$ cat src/rtl/pcpf_pkg.sv
// Shared constants for the pitch-class prime-form pipeline.
`default_nettype none

package pcpf_pkg;

    // Default number of pitch classes per octave.
    localparam int MODULUS_DEF = 12;

    // Fixed field widths of the stream payload.
    localparam int MASK_W = 12;
    localparam int CARD_W = 4;
    localparam int S_TDATA_W = 16;
    localparam int M_TDATA_W = 16;

    // Number of rotation candidates reduced together in the first minimum stage.
    localparam int GROUP = 4;

endpackage

`default_nettype wire

$ cat src/rtl/pitch_class_prime_form.sv
// Pitch-class set prime form: five-stage pipeline from set mask to prime-form mask.
//
// Takes one pitch-class set per cycle while the output is ready and returns one prime
// form per input, in order, through five register stages (input masking and inversion,
// rotation candidates, grouped minimum, final minimum, choice between the set and its
// inversion). Each rotation is judged by its transposed mask read as a number, so the
// smallest mask is the normal form; the set and its inversion are then compared at their
// lowest differing pitch class. Backpressure on the result side stalls only the stages
// that hold data, so bubbles are squeezed out.
`default_nettype none

module pitch_class_prime_form
    import pcpf_pkg::*;
#(
    parameter int MODULUS = MODULUS_DEF
) (
    input  wire logic                 aclk,
    input  wire logic                 aresetn,
    input  wire logic                 s_tvalid,
    output logic                      s_tready,
    input  wire logic [S_TDATA_W-1:0] s_tdata,   // [11:0] pc_mask, [15:12] zero
    output logic                      m_tvalid,
    input  wire logic                 m_tready,
    output logic [M_TDATA_W-1:0]      m_tdata,   // [11:0] prime_mask, [15:12] cardinality
    output logic                      m_tuser    // [0] from_inversion
);

    localparam int MW     = MODULUS;
    localparam int NG     = (MODULUS + GROUP - 1) / GROUP;
    localparam int CAND_N = NG * GROUP;

    // Stage enables and valid bits.
    logic en1, en2, en3, en4, en5;
    logic v1_reg, v2_reg, v3_reg, v4_reg, v5_reg;

    // Stage 1: masked set, its inversion and its size.
    logic [MW-1:0]     set_reg, set_next;
    logic [MW-1:0]     inv_reg, inv_next;
    logic [CARD_W-1:0] card1_reg, card1_next;
    logic [MW+MASK_W-1:0] in_ext;

    // Stage 2: one candidate per rotation, all ones where the rotation is not a member.
    logic [MW-1:0]     cset_reg  [CAND_N];
    logic [MW-1:0]     cset_next [CAND_N];
    logic [MW-1:0]     cinv_reg  [CAND_N];
    logic [MW-1:0]     cinv_next [CAND_N];
    logic [CARD_W-1:0] card2_reg;

    // Stage 3: minimum of each group of candidates.
    logic [MW-1:0]     gset_reg  [NG];
    logic [MW-1:0]     gset_next [NG];
    logic [MW-1:0]     ginv_reg  [NG];
    logic [MW-1:0]     ginv_next [NG];
    logic [CARD_W-1:0] card3_reg;

    // Stage 4: normal forms of the set and of its inversion.
    logic [MW-1:0]     nset_reg, nset_next;
    logic [MW-1:0]     ninv_reg, ninv_next;
    logic [CARD_W-1:0] card4_reg;

    // Stage 5: result.
    logic [MASK_W-1:0] prime_reg, prime_next;
    logic [CARD_W-1:0] card5_reg;
    logic              use_inv_reg, use_inv_next;

    logic [MW-1:0]        diff;
    logic [MW-1:0]        low_diff;
    logic                 set_wins;
    logic [MW-1:0]        chosen;
    logic [MW+MASK_W-1:0] chosen_ext;

    assign en5 = !v5_reg || m_tready;
    assign en4 = !v4_reg || en5;
    assign en3 = !v3_reg || en4;
    assign en2 = !v2_reg || en3;
    assign en1 = !v1_reg || en2;
    assign s_tready = en1;

    always_ff @(posedge aclk) begin
        if (!aresetn) begin
            v1_reg <= 1'b0;
            v2_reg <= 1'b0;
            v3_reg <= 1'b0;
            v4_reg <= 1'b0;
            v5_reg <= 1'b0;
        end else begin
            if (en1) begin
                v1_reg <= s_tvalid;
            end
            if (en2) begin
                v2_reg <= v1_reg;
            end
            if (en3) begin
                v3_reg <= v2_reg;
            end
            if (en4) begin
                v4_reg <= v3_reg;
            end
            if (en5) begin
                v5_reg <= v4_reg;
            end
        end
    end

    // Stage 1: bits at or above the modulus are dropped; class k maps to -k.
    assign in_ext = {{MW{1'b0}}, s_tdata[MASK_W-1:0]};

    always_comb begin
        set_next   = in_ext[MW-1:0];
        inv_next   = '0;
        card1_next = '0;
        for (int k = 0; k < MW; k++) begin
            inv_next[(k == 0) ? 0 : MW - k] = set_next[k];
            card1_next = card1_next + CARD_W'(set_next[k]);
        end
    end

    // Stage 2: rotation r moves class r down to 0.
    always_comb begin
        for (int r = 0; r < CAND_N; r++) begin
            cset_next[r] = '1;
            cinv_next[r] = '1;
        end
        for (int r = 0; r < MW; r++) begin
            for (int j = 0; j < MW; j++) begin
                cset_next[r][j] = set_reg[(j + r >= MW) ? j + r - MW : j + r];
                cinv_next[r][j] = inv_reg[(j + r >= MW) ? j + r - MW : j + r];
            end
            if (!set_reg[r]) begin
                cset_next[r] = '1;
            end
            if (!inv_reg[r]) begin
                cinv_next[r] = '1;
            end
        end
    end

    // Stage 3: minimum within each group.
    always_comb begin
        for (int g = 0; g < NG; g++) begin
            gset_next[g] = cset_reg[g * GROUP];
            ginv_next[g] = cinv_reg[g * GROUP];
            for (int e = 1; e < GROUP; e++) begin
                if (cset_reg[g * GROUP + e] < gset_next[g]) begin
                    gset_next[g] = cset_reg[g * GROUP + e];
                end
                if (cinv_reg[g * GROUP + e] < ginv_next[g]) begin
                    ginv_next[g] = cinv_reg[g * GROUP + e];
                end
            end
        end
    end

    // Stage 4: minimum over the groups.
    always_comb begin
        nset_next = gset_reg[0];
        ninv_next = ginv_reg[0];
        for (int g = 1; g < NG; g++) begin
            if (gset_reg[g] < nset_next) begin
                nset_next = gset_reg[g];
            end
            if (ginv_reg[g] < ninv_next) begin
                ninv_next = ginv_reg[g];
            end
        end
    end

    // Stage 5: the set's own form wins only when it holds the lowest differing class.
    // An empty set reduces to all ones on both sides and is forced to zero.
    assign diff       = nset_reg ^ ninv_reg;
    assign low_diff   = diff & (~diff + MW'(1));
    assign set_wins   = |(nset_reg & low_diff);
    assign chosen     = set_wins ? nset_reg : ninv_reg;
    assign chosen_ext = {{MASK_W{1'b0}}, chosen};

    always_comb begin
        if (card4_reg == '0) begin
            prime_next   = '0;
            use_inv_next = 1'b0;
        end else begin
            prime_next   = chosen_ext[MASK_W-1:0];
            use_inv_next = !set_wins;
        end
    end

    always_ff @(posedge aclk) begin
        if (en1) begin
            set_reg   <= set_next;
            inv_reg   <= inv_next;
            card1_reg <= card1_next;
        end
        if (en2) begin
            for (int r = 0; r < CAND_N; r++) begin
                cset_reg[r] <= cset_next[r];
                cinv_reg[r] <= cinv_next[r];
            end
            card2_reg <= card1_reg;
        end
        if (en3) begin
            for (int g = 0; g < NG; g++) begin
                gset_reg[g] <= gset_next[g];
                ginv_reg[g] <= ginv_next[g];
            end
            card3_reg <= card2_reg;
        end
        if (en4) begin
            nset_reg  <= nset_next;
            ninv_reg  <= ninv_next;
            card4_reg <= card3_reg;
        end
        if (en5) begin
            prime_reg   <= prime_next;
            use_inv_reg <= use_inv_next;
            card5_reg   <= card4_reg;
        end
    end

    assign m_tvalid = v5_reg;
    assign m_tdata  = {card5_reg, prime_reg};
    assign m_tuser  = use_inv_reg;

endmodule

`default_nettype wire
$ cat config.mk
export PLATFORM = sky130hd
export DESIGN_NAME = pitch_class_prime_form
export DESIGN_NICKNAME = d
export VERILOG_FILES = /design/src/rtl/pcpf_pkg.sv /design/src/rtl/pitch_class_prime_form.sv
export SDC_FILE = /design/constraint.sdc
export NUM_CORES = 1
export LEC_CHECK = 0
export ABC_AREA = 1
export BUFFER_PORTS_ARGS = -buffer_cell sky130_fd_sc_hd__buf_4
export CAP_MARGIN = 15
export CORE_MARGIN = 2
export CORE_UTILIZATION = 50
export CTS_CLUSTER_DIAMETER = 200
export CTS_CLUSTER_SIZE = 30
export DETAILED_ROUTE_END_ITERATION = 16
export HOLD_SLACK_MARGIN = 0.05
export MAX_ROUTING_LAYER = met4
export PLACE_DENSITY_LB_ADDON = 0.2
export SYNTH_ARGS = -nofsm -noshare
export SYNTH_HDL_FRONTEND = slang
export SYNTH_SLANG_ARGS = --single-unit
$ cat constraint.sdc
create_clock -name aclk -period 7.6 [get_ports aclk]
set_clock_uncertainty 0.05 [all_clocks]
set_input_delay 1.9 -clock aclk [delete_from_list [all_inputs] [get_ports aclk]]
set_output_delay 1.9 -clock aclk [all_outputs]
set_load 0.005 [all_outputs]
==> results of run 1 <==
## worst max path at each step
| stage | end | slack [ns] |
|---|---|---|
| after global placement | ginv_reg[0][9]$_DFFE_PP_ | 1.34 |
| after global routing | ginv_reg[0][9]$_DFFE_PP_ | 0.59 |
| after CTS | ginv_reg[0][9]$_DFFE_PP_ | 1.33 |
| after detailed placement | ginv_reg[0][9]$_DFFE_PP_ | 1.37 |
| after floorplan | s_tready | 0.38 |
| final | ginv_reg[0][9]$_DFFE_PP_ | 1.30 |
## area by class of cell
class | count | area share, %
clock buffers | 17 | 1.852
inverters | 211 | 4.330
multi-input cells | 1408 | 45.16
flip-flops and latches | 270 | 43.85
well taps | 455 | 3.098
repair buffers | 42 | 1.716
## where the power goes
group	internal [uW]	total (uW)	leakage [uW]	switching, uW
Combinational	955	2660	0.00547	1710
Clock	318	779	0.000165	460
Sequential	2180	2460	0.00263	275
Total	3450	5900	0.00827	2450
## logic make-up (layout without fill, tap and decap cells)
group                    Yosys count  after routing  share of synthesized area [%]
flip-flops                       270            270                          46.08
AO/OA/AOI/OAI                    329            329                          10.20
XOR/XNOR                           5              5                         0.2504
AND/OR/NAND/NOR                  844            844                          20.15
buffers and inverters            287            270                          6.575
adder cells (fa/ha/maj)          230            230                          16.76
## cell usage in the layout, fill, tap and decap left out, types with 3 or more instances in the layout
cell type / instances
nand2_1: 587
edfxtp_1: 265
ha_1: 223
inv_1: 209
o21ai_0: 131
a21oi_1: 125
nand3_1: 110
nor2_1: 72
buf_4: 42
nand4_1: 34
o21ai_1: 30
clkbuf_16: 13
a211oi_1: 8
and2_1: 8
nand2_2: 8
nor3_1: 7
fa_1: 7
nand3b_1: 6
o21a_1: 5
a2111oi_0: 5
o211ai_1: 5
o221a_2: 5
xnor2_1: 5
dfxtp_1: 5
a31oi_1: 4
nand3_2: 4
clkbuf_1: 4
o2111ai_1: 3
a2111oi_2: 3
## stage by stage
step	hold slack [ns]	total power (uW)	setup slack [ns]	util [%]	std cells
floorplan	0.3503	4347	0.3760	-	1965
global placement	0.3515	5020	1.345	52.32	2385
detailed placement	0.3545	5133	1.370	52.32	2385
CTS	0.3801	5894	1.331	53.31	2402
global route	0.3929	6444	0.5889	53.33	2403
finish	0.3790	5899	1.304	53.33	2403
## worst max-delay path, cell delays in order, from the launching register on
cell and delay [ns]:
edfxtp_1 0.41, inv_1 0.16, ha_1 0.28, a21oi_1 0.16
o21a_1 0.17, nand3_1 0.42, o21ai_0 0.56, ha_1 0.32
nand4_1 0.16, a31oi_1 0.09, a2111oi_0 0.67, nand2_1 0.62
o21ai_1 0.42, ha_1 0.31, nand2_1 0.07, inv_1 0.06
nand3_1 0.06, a31oi_1 0.11, a2111oi_2 0.22, buf_4 0.24
nand2_1 0.27, nand2_1 0.14, nand2_1 0.10
## metal layers
metal,track usage (%),vias to the layer above,part of all wire [%]
li1,-,6693,-
met1,34.93,6229,44
met2,42.60,333,46
met3,2.478,87,4.9
met4,10.61,0,4.5
met5,-,-,0
==> impl_metrics.csv, run 1 <==
group,metric,value,unit
floorplan,dieWidth,191.0,um
drt,drt-total-wl,45640,um
grt,grt_pass1_wl,71420,um
finish,largest_register_ffs,120,
power_and_ir_drop,leakage,0.008271,uW
floorplan,io-pin-count,39,
clock_network,insertion_delay,0.51,ns
critical_path,cp-end-kind,"flop",
drt,ant_nets,0,
synthesis,ys_ff_latch,270,
grt,grt_use_total,26.58,%
sta,rsz0062_at_grt,"false",
clock_network,cts_hold_buf,0,
sta,clock.fmax,158.8,MHz
status,status,"completed",
worst_hold_path,hold_depth,0,
grt,grt_overflow_total,0,
place,portBuffers,34,
floorplan,dieArea,36490,um^2
synthesis,ys.flop_type,"edfxtp_1",
critical_path,rr_endpoint,"ginv_reg[0][9]$_DFFE_PP_",
critical_path,worst_r2r_path_depth,22,
synthesis,synthDominantCellAreaShare,45.50,%
critical_path,worstPathMaxFanout,21,
flow_run,max_cap_viol_count,0,
critical_path,r2r_start,"cset_reg[0][1]$_SDFFCE_PN1P_",
synthesis,netlist_area,17490,um^2
power_and_ir_drop,power_density,321.0,nW/um^2
drt,drc_errors,0,
finish,multiInputGateArea,8299,um^2
clock_network,path_clk_slew,0.12,ns
synthesis,ys_types,39,
sta,setup_viol,0,
drt,drtIter0Drc,856,
synthesis,yosys_warnings,0,
floorplan,coreArea,34460,um^2
finish,antenna_cells,0,
finish,drive_gt1_share,4.209,%
synthesis,syn-num-nets,2215,
synthesis,syn_inst,1965,
drt,drt-vias-per-instance,5.552,
grt,grt_pass1_vias,12821,
worst_hold_path,hp-class,"reg -> reg",
floorplan,dieHeight,191.0,um
drt,vias,13342,
synthesis,async_reset_ff_share,0,%
critical_path,worstPathArrival,6.51,ns
clock_network,ctsResizeCount,0,
synthesis,synth_enable_flop_cells,265,
drt,firstDrtPassIters,5,
clock_network,clock-sinks,270,
synthesis,yosysMostFrequentCell,"nand2_1",
place,dp.final_hpwl,35760,um
critical_path,startpoint,"cset_reg[0][1]$_SDFFCE_PN1P_",
finish,fill_cells,3191,
floorplan,start_util,50.75,%
worst_hold_path,min-delay-start,"card2_reg[3]$_DFFE_PP_",
finish,final_area,18380,um^2
clock_network,cts_buffer_depth,3,
clock_network,cts_root_buf,"clkbuf_16",
clock_network,cts_buffers,12,
worst_hold_path,min_to,"card3_reg[3]$_DFFE_PP_",
sta,slew_headroom,25.82,%
sta,tns,0,ns
sta,final-max-slew-violation-count,0,
place,place_congestion,0.9727,
clock_network,cts.htree.levels,1,
critical_path,crit_type,"reg -> reg",
sta,fin_crit,6.296,ns
drt,wire_per_inst,18.99,um
finish,area_delta_synth_final,5.087,%
clock_network,cts_tree,"built",
grt,grt_start_max_net_pins,83,
finish,seqCellArea,8058,um^2
synthesis,synth_top_area_cell,"edfxtp_1",
synthesis,syn_avg_cell_area,8.900,um^2
sta,tightest_slew,1.113,ns
place,dpl-instance-area,18030,um^2
power_and_ir_drop,ir_worst_vdd,0.0002029,V
critical_path,worst-r2r-setup-slack,1.30,ns
sta,fin_crit_sh,82.84,%
clock_network,postCtsSetupBuffers,0,
synthesis,synth_area_leaders,"edfxtp_1 46%, ha_1 16%, nand2_1 13%, inv_1 4.5%, o21ai_0 3.7%",
finish,fin_nets,2195,
sta,hold_viol,0,
synthesis,seq_area_frac_synth,46.08,%
grt,antenna_found_initial,0,
critical_path,critical_path_required,7.81,ns
floorplan,placementRows,68,
synthesis,synth_top_cells_by_count,"587 x nand2_1, 265 x edfxtp_1, 223 x ha_1",
critical_path,start_kind,"flop",
Power figures use the tool's default switching activity.
==> run 2, diff against run 1 <==
ABC_AREA = 0   (was 1)
clock period = 5.56 ns   (was 7.6 ns; I/O delays follow)
==> run 2 against run 1 <==
  * The run now ends with negative setup slack left
  * Critical path depth grew 7
  * Setup slack lost 2.0 ns
  * Non-clock buffer count is 386 higher
  * Global-route usage rose by 1.4 points
  * Count of clock-buffer cells in the layout unchanged
  * Wire length increased by 17%
  * Register-to-register slack got worse by 2.0 ns
  * First-iteration DRC count rose by 18%
  * Worst hold slack better by 0.0022 ns
  * Final cell count is 2.0% higher
  * Die area rose by 2.5%
  * Critical path type unchanged
  * Largest power group unchanged
==> impl_metrics.csv, run 2 <==
group,metric,value,unit
finish,drive_gt1_share,35.93,%
clock_network,clock-sinks,270,
synthesis,ys_types,64,
worst_hold_path,hp-class,"reg -> reg",
power_and_ir_drop,p_seq_share,35.2,%
clock_network,cts_buffers,12,
clock_network,insertion_delay,0.51,ns
drt,drtIter0Drc,1013,
critical_path,worst-path-buf-inv,3,
finish,fin_nets,2237,
power_and_ir_drop,fin_total_pwr,8934,uW
critical_path,worstPathMaxFanout,8,
synthesis,yosys.area_share.simple,10.39,%
grt,grt_start_max_net_pins,67,
finish,area_delta_synth_final,32.04,%
power_and_ir_drop,swShare,36.23,%
synthesis,syn-num-nets,1843,
critical_path,critical_path_required,5.76,ns
drt,drc_errors,0,
sta,hold_viol,0,
critical_path,max_stage_delay,0.41,ns
synthesis,synth-xor-area-share,0.3418,%
synthesis,ys_ff_latch,270,
synthesis,netlist_area,17940,um^2
critical_path,path_delay_family,"compound AO/OA/AOI/OAI gates",
power_and_ir_drop,p_switching,3237,uW
synthesis,ys.flop_type,"edfxtp_1",
critical_path,start_kind,"flop",
clock_network,cts.htree.levels,1,
power_and_ir_drop,clkPwrFrac,11.9,%
synthesis,synthDominantCellAreaShare,44.36,%
flow_run,max_cap_viol_count,0,
synthesis,synthMuxAreaShare,11.78,%
finish,layout_commonest_cell,"buf_4",
sta,clock.fmax,160.2,MHz
finish,most-common-layout-cells,"390 x buf_4, 265 x edfxtp_1, 181 x ha_1",
drt,firstDrtPassIters,5,
clock_network,cts_buffer_depth,3,
power_and_ir_drop,power_density,377.2,nW/um^2
place,dp_cells,2357,
power_and_ir_drop,p_int,5697,uW
drt,ant_nets,0,
floorplan,coreArea,35480,um^2
place,place_congestion,0.9735,
critical_path,cp-end-kind,"flop",
grt,grt_pass1_vias,13978,
sta,fin_crit_sh,112.3,%
critical_path,worst_r2r_path_depth,29,
grt,grt_overflow_total,0,
synthesis,syn_inst,1593,
critical_path,cp.depth,29,
synthesis,yosysMostFrequentCell,"edfxtp_1",
status,status,"complete, but fails checks",
clock_network,cts_tree,"built",
synthesis,syn_avg_cell_area,11.26,um^2
grt,grt_pass1_wl,78290,um
place,portBuffers,34,
sta,worst_slack,-0.6838,ns
sta,final-max-slew-violation-count,0,
synthesis,async_reset_ff_share,0,%
floorplan,dieArea,37410,um^2
place,dp.final_hpwl,38530,um
synthesis,synth_compound_area_share,10.94,%
clock_network,cts_root_buf,"clkbuf_16",
critical_path,crit_type,"reg -> reg",
sta,fin_crit,6.244,ns
sta,setup_viol,56,
drt,drt-total-wl,53250,um
synthesis,synth_top_cells_by_count,"265 x edfxtp_1, 223 x ha_1, 192 x inv_1",
synthesis,synth_top_area_cell,"edfxtp_1",
floorplan,dieHeight,193.4,um
critical_path,critPathCapture,"gset_reg[0][15]$_DFFE_PP_",
clock_network,cts_hold_buf,0,
clock_network,path_clk_slew,0.11,ns
synthesis,seq_area_frac_synth,44.92,%
sta,tightest_slew,1.250,ns
critical_path,worstPathArrival,6.45,ns
synthesis,synth_area_leaders,"edfxtp_1 44%, ha_1 16%, mux2i_1 7.8%, nand2b_1 5.3%, inv_1 4.0%",
critical_path,startpoint,"cinv_reg[2][6]$_SDFFCE_PN1P_",
floorplan,io-pin-count,39,
power_and_ir_drop,ir_worst_vdd,0.0004002,V
power_and_ir_drop,comb_power_share,52.9,%
sta,slew_headroom,16.64,%
synthesis,synth_top_family_by_area,"adder cells",
finish,antenna_cells,0,
floorplan,placementRows,69,
synthesis,yosys_warnings,0,
critical_path,rr_endpoint,"gset_reg[0][15]$_DFFE_PP_",
sta,rsz0062_at_grt,"true",
drt,wire_per_inst,21.72,um
grt,antenna_found_initial,4,
synthesis,synthAdderAreaFrac,16.45,%
floorplan,dieWidth,193.4,um
grt,grt_use_total,27.97,%
finish,utilization,66.75,%
synthesis,synth_enable_flop_cells,265,
critical_path,crit_path_top_delay_cell,"edfxtp_1",
finish,largest_register_ffs,120,
power_and_ir_drop,leakage,0.01087,uW
critical_path,r2r_start,"cinv_reg[2][6]$_SDFFCE_PN1P_",
drt,drt-vias-per-instance,5.679,
finish,finalNonFillerCells,2451,
status,violations,"negative setup slack",
drt,vias,13919,
critical_path,crit_top_cell,"a21o_1",
floorplan,start_util,50.56,%
critical_path,worst-r2r-setup-slack,-0.68,ns
==> run 2: cell types whose count changed in the layout (fill, tap and decap cells not counted), sizes merged, moves of 8 or more <==
cell	delta
o21a	+13
mux2i	+141
o21ai	-122
nand3	-100
nor2b	+14
inv	-18
and2	-8
nand2	-570
a21o	+77
buf	+385
mux2	+62
a21oi	-25
nand2b	+152
==> run 2: power by group through the flow <==
stage / sequential, uW / clock [uW] / combinational, uW
floorplan: 3010 / 0 / 2640
global placement: 3180 / 0 / 3810
detailed placement: 3190 / 0 / 3910
CTS: 3150 / 1080 / 4400
global route: 3190 / 1140 / 5130
finish: 3150 / 1060 / 4720
==> run 2: repair_timing <==
item                       CTS  global route
pin swaps                   86            72
cloned                       6             0
setup buffers               57            30
setup endpoints to repair   66            67
gates resized for setup    212           113
==> run 2: cell type report <==
type	instances	area, um^2
Fill cell	2602	11800
Inverter	192	723.2
Timing Repair Buffer	428	3412
Multi-Input combinational cell	1083	10580
Clock buffer	17	340.3
Tap cell	461	576.8
Sequential cell	270	8058
==> run 2: layer usage <==
layer  GRT usage, %  share of wire (%)
met1          35.32                 41
met2          47.74                 50
met3          2.388                5.1
met4          8.991                4.3
met5              -                  0
==> run 2: worst min path at each step <==
stage	slack, ns	to	depth (start not counted)	start
6_report	0.38	card2_reg[2]$_DFFE_PP_	0	card1_reg[2]$_DFFE_PP_
3_3_place_gp	0.35	card4_reg[1]$_DFFE_PP_	0	card3_reg[1]$_DFFE_PP_
5_1_grt	0.39	card2_reg[2]$_DFFE_PP_	0	card1_reg[2]$_DFFE_PP_
3_5_place_dp	0.36	card2_reg[2]$_DFFE_PP_	0	card1_reg[2]$_DFFE_PP_
4_1_cts	0.38	card2_reg[2]$_DFFE_PP_	0	card1_reg[2]$_DFFE_PP_
2_1_floorplan	0.35	card2_reg[0]$_DFFE_PP_	0	card1_reg[0]$_DFFE_PP_
==> run 2: worst register-to-register path, delay by kind of cell, from the launching register on <==
family                     cells  cell delay [ns]
AOI/OAI and AO/OA             20             4.02
muxes                          2             0.59
adders and majority gates      3             0.54
DFF                            1             0.41
buffers and inverters          3             0.32
and+or+nand+nor                1             0.05
==> run 2: kinds of logic after synthesis <==
logic type | Yosys count
adders and majority gates | 232
AOI/OAI and AO/OA | 299
muxes | 203
DFF | 270
xor gates and xnor gates | 7
and+or+nand+nor | 340
buffers and inverters | 242
==> run 2: stage by stage <==
stage                     instance area, um^2  setup WS (ns)  TNS, ns  hold WS [ns]
final                                   23690        -0.6838   -23.66        0.3812
after global routing                    23690        -0.9386   -40.04        0.3871
after CTS                               22920        -0.6512   -14.96        0.3816
after detailed placement                21110        -0.8525   -44.17        0.3552
after global placement                  21110        -0.7111   -37.11        0.3517
after floorplan                         18110        -0.3616   -8.605        0.3503
==> run 3, diff against run 2 <==
REMOVE_ABC_BUFFERS = 1   (was unset)
==> run 3 against run 2 <==
  * The flow still finishes with violations (negative setup slack)
  * Clock power barely moved
  * Sequential power is 1% lower
  * Setup slack got worse by 0.13 ns
  * Critical path type unchanged
  * Highest routed layer unchanged
==> impl_metrics.csv, run 3 (synthesis results as in run 2) <==
group,metric,value,unit
floorplan,placementRows,69,
finish,layout_commonest_cell,"buf_4",
grt,grt_use_total,29.05,%
sta,fin_crit,6.379,ns
floorplan,dieArea,37410,um^2
clock_network,cts_root_buf,"clkbuf_16",
sta,hold_viol,0,
status,violations,"negative setup slack",
grt,antenna_found_initial,1,
sta,clock.fmax,156.8,MHz
critical_path,crit_top_cell,"buf_4",
sta,holdWs,0.3799,ns
finish,drive_gt1_share,37.55,%
clock_network,clock-sinks,270,
clock_network,cts.htree.levels,1,
power_and_ir_drop,swShare,35.95,%
critical_path,path_delay_family,"buffers and inverters",
grt,grt_pass1_vias,14135,
drt,ant_nets,0,
grt,grt_pass1_wl,80920,um
clock_network,insertion_delay,0.51,ns
drt,vias,13951,
status,status,"complete, but fails checks",
floorplan,io-pin-count,39,
sta,fin_crit_sh,114.7,%
place,dp.final_hpwl,38990,um
critical_path,max_stage_delay,0.47,ns
power_and_ir_drop,ir_worst_vdd,0.0003876,V
finish,utilization,67.66,%
power_and_ir_drop,p_switching,3240,uW
finish,largest_register_ffs,120,
finish,final_area,24010,um^2
finish,antenna_cells,0,
sta,rsz0062_at_grt,"true",
drt,wire_per_inst,21.53,um
critical_path,crit_type,"reg -> reg",
place,portBuffers,34,
drt,drt-vias-per-instance,5.560,
clock_network,path_clk_slew,0.12,ns
critical_path,critical_path_required,5.78,ns
floorplan,dieWidth,193.4,um
floorplan,coreArea,35480,um^2
drt,drc_errors,0,
floorplan,dieHeight,193.4,um
critical_path,start_kind,"flop",
critical_path,cp-end-kind,"flop",
finish,fin_nets,2295,
drt,drt-total-wl,54030,um
sta,tightest_slew,1.207,ns
power_and_ir_drop,clkPwrFrac,11.9,%
place,pre_cts_slack,-0.9710,ns
clock_network,cts_buffers,12,
power_and_ir_drop,power_density,375.4,nW/um^2
drt,drtIter0Drc,1023,
floorplan,start_util,50.56,%
sta,worst_slack,-0.8187,ns
critical_path,crit_path_top_delay_cell,"edfxtp_1",
power_and_ir_drop,p_seq_share,34.5,%
finish,most-common-layout-cells,"445 x buf_4, 265 x edfxtp_1, 179 x ha_1",
critical_path,worstPathMaxFanout,5,
worst_hold_path,hp-class,"reg -> reg",
sta,slew_headroom,19.50,%
power_and_ir_drop,comb_power_share,53.6,%
place,dpl-instance-area,21140,um^2
clock_network,cts_hold_buf,0,
finish,area_delta_synth_final,33.84,%
sta,setup_viol,55,
clock_network,cts_tree,"built",
clock_network,cts_buffer_depth,3,
drt,firstDrtPassIters,5,
place,place_congestion,0.9599,
critical_path,worstPathArrival,6.59,ns
grt,grt_start_max_net_pins,71,
power_and_ir_drop,leakage,0.01114,uW
sta,final-max-slew-violation-count,0,
critical_path,worst-path-buf-inv,29,
power_and_ir_drop,fin_total_pwr,9013,uW
power_and_ir_drop,p_int,5773,uW
flow_run,max_cap_viol_count,0,
grt,grt_overflow_total,0,
run 3: changes by cell type in the layout (fill, tap and decap cells not counted), moves of 6 or more:
cell and delta:
buf_4 +55, a21oi_1 +9, mux2_2 -8, mux2_4 +8
a21oi_4 -6
run 3: path summary, 6_finish.rpt:
kind,startpoint,cells past startpoint,slack [ns],endpoint
hold / removal,card3_reg[0]$_DFFE_PP_,0,0.38,card4_reg[0]$_DFFE_PP_
setup / recovery,cinv_reg[1][42]$_SDFFCE_PN1P_,39,-0.82,gset_reg[0][19]$_DFFE_PP_
hold reg to reg,card3_reg[0]$_DFFE_PP_,0,0.38,card4_reg[0]$_DFFE_PP_
setup reg to reg,cinv_reg[1][42]$_SDFFCE_PN1P_,39,-0.82,gset_reg[0][19]$_DFFE_PP_
run 3: repair_timing:
item                                    4_1_cts  5_1_grt
gates resized for setup                     248       87
endpoints found under the hold margin         0        0
gates cloned                                  5        0
endpoints found under the setup margin       66       66
buffers inserted                             90       27
pin swaps                                    99       72
run 3: power by group through the flow:
stage | registers (uW) | clock network, uW | logic [uW]
after floorplan | 3020 | 0 | 2520
after global placement | 3140 | 0 | 3870
after detailed placement | 3150 | 0 | 3960
after CTS | 3110 | 1090 | 4570
after global routing | 3150 | 1150 | 5230
final | 3110 | 1070 | 4830
run 3: area by class of cell:
| cell class | instances | area [um^2] |
|---|---|---|
| Sequential cell | 270 | 8058 |
| Fill cell | 2634 | 11470 |
| Multi-Input combinational cell | 1083 | 10470 |
| Tap cell | 461 | 576.8 |
| Timing Repair Buffer | 486 | 3842 |
| Inverter | 192 | 723.2 |
| Clock buffer | 17 | 340.3 |
run 3: metrics by stage:
stage	setup TNS (ns)	instances
after floorplan	-73.40	1543
after CTS	-14.88	2483
after detailed placement	-48.58	2373
after global routing	-39.74	2509
after global placement	-42.84	2373
final	-22.27	2509
run 3: worst register-to-register path: cells and delay by family, from the launching register on:
family / cells / cell delay, ns
mux: 1 / 0.38
buf+inv: 29 / 3.60
flops: 1 / 0.47
simple gates: 2 / 0.36
fa+ha+maj: 1 / 0.31
compound gates: 6 / 0.99
run 3: layer usage:
layer / up-vias / GRT usage, % / share of wire [%]
met5: - / - / 0
met4: 0 / 9.189 / 3.9
met3: 106 / 2.005 / 3.9
met2: 377 / 49.46 / 49
met1: 6789 / 37.14 / 43
li1: 6679 / - / -
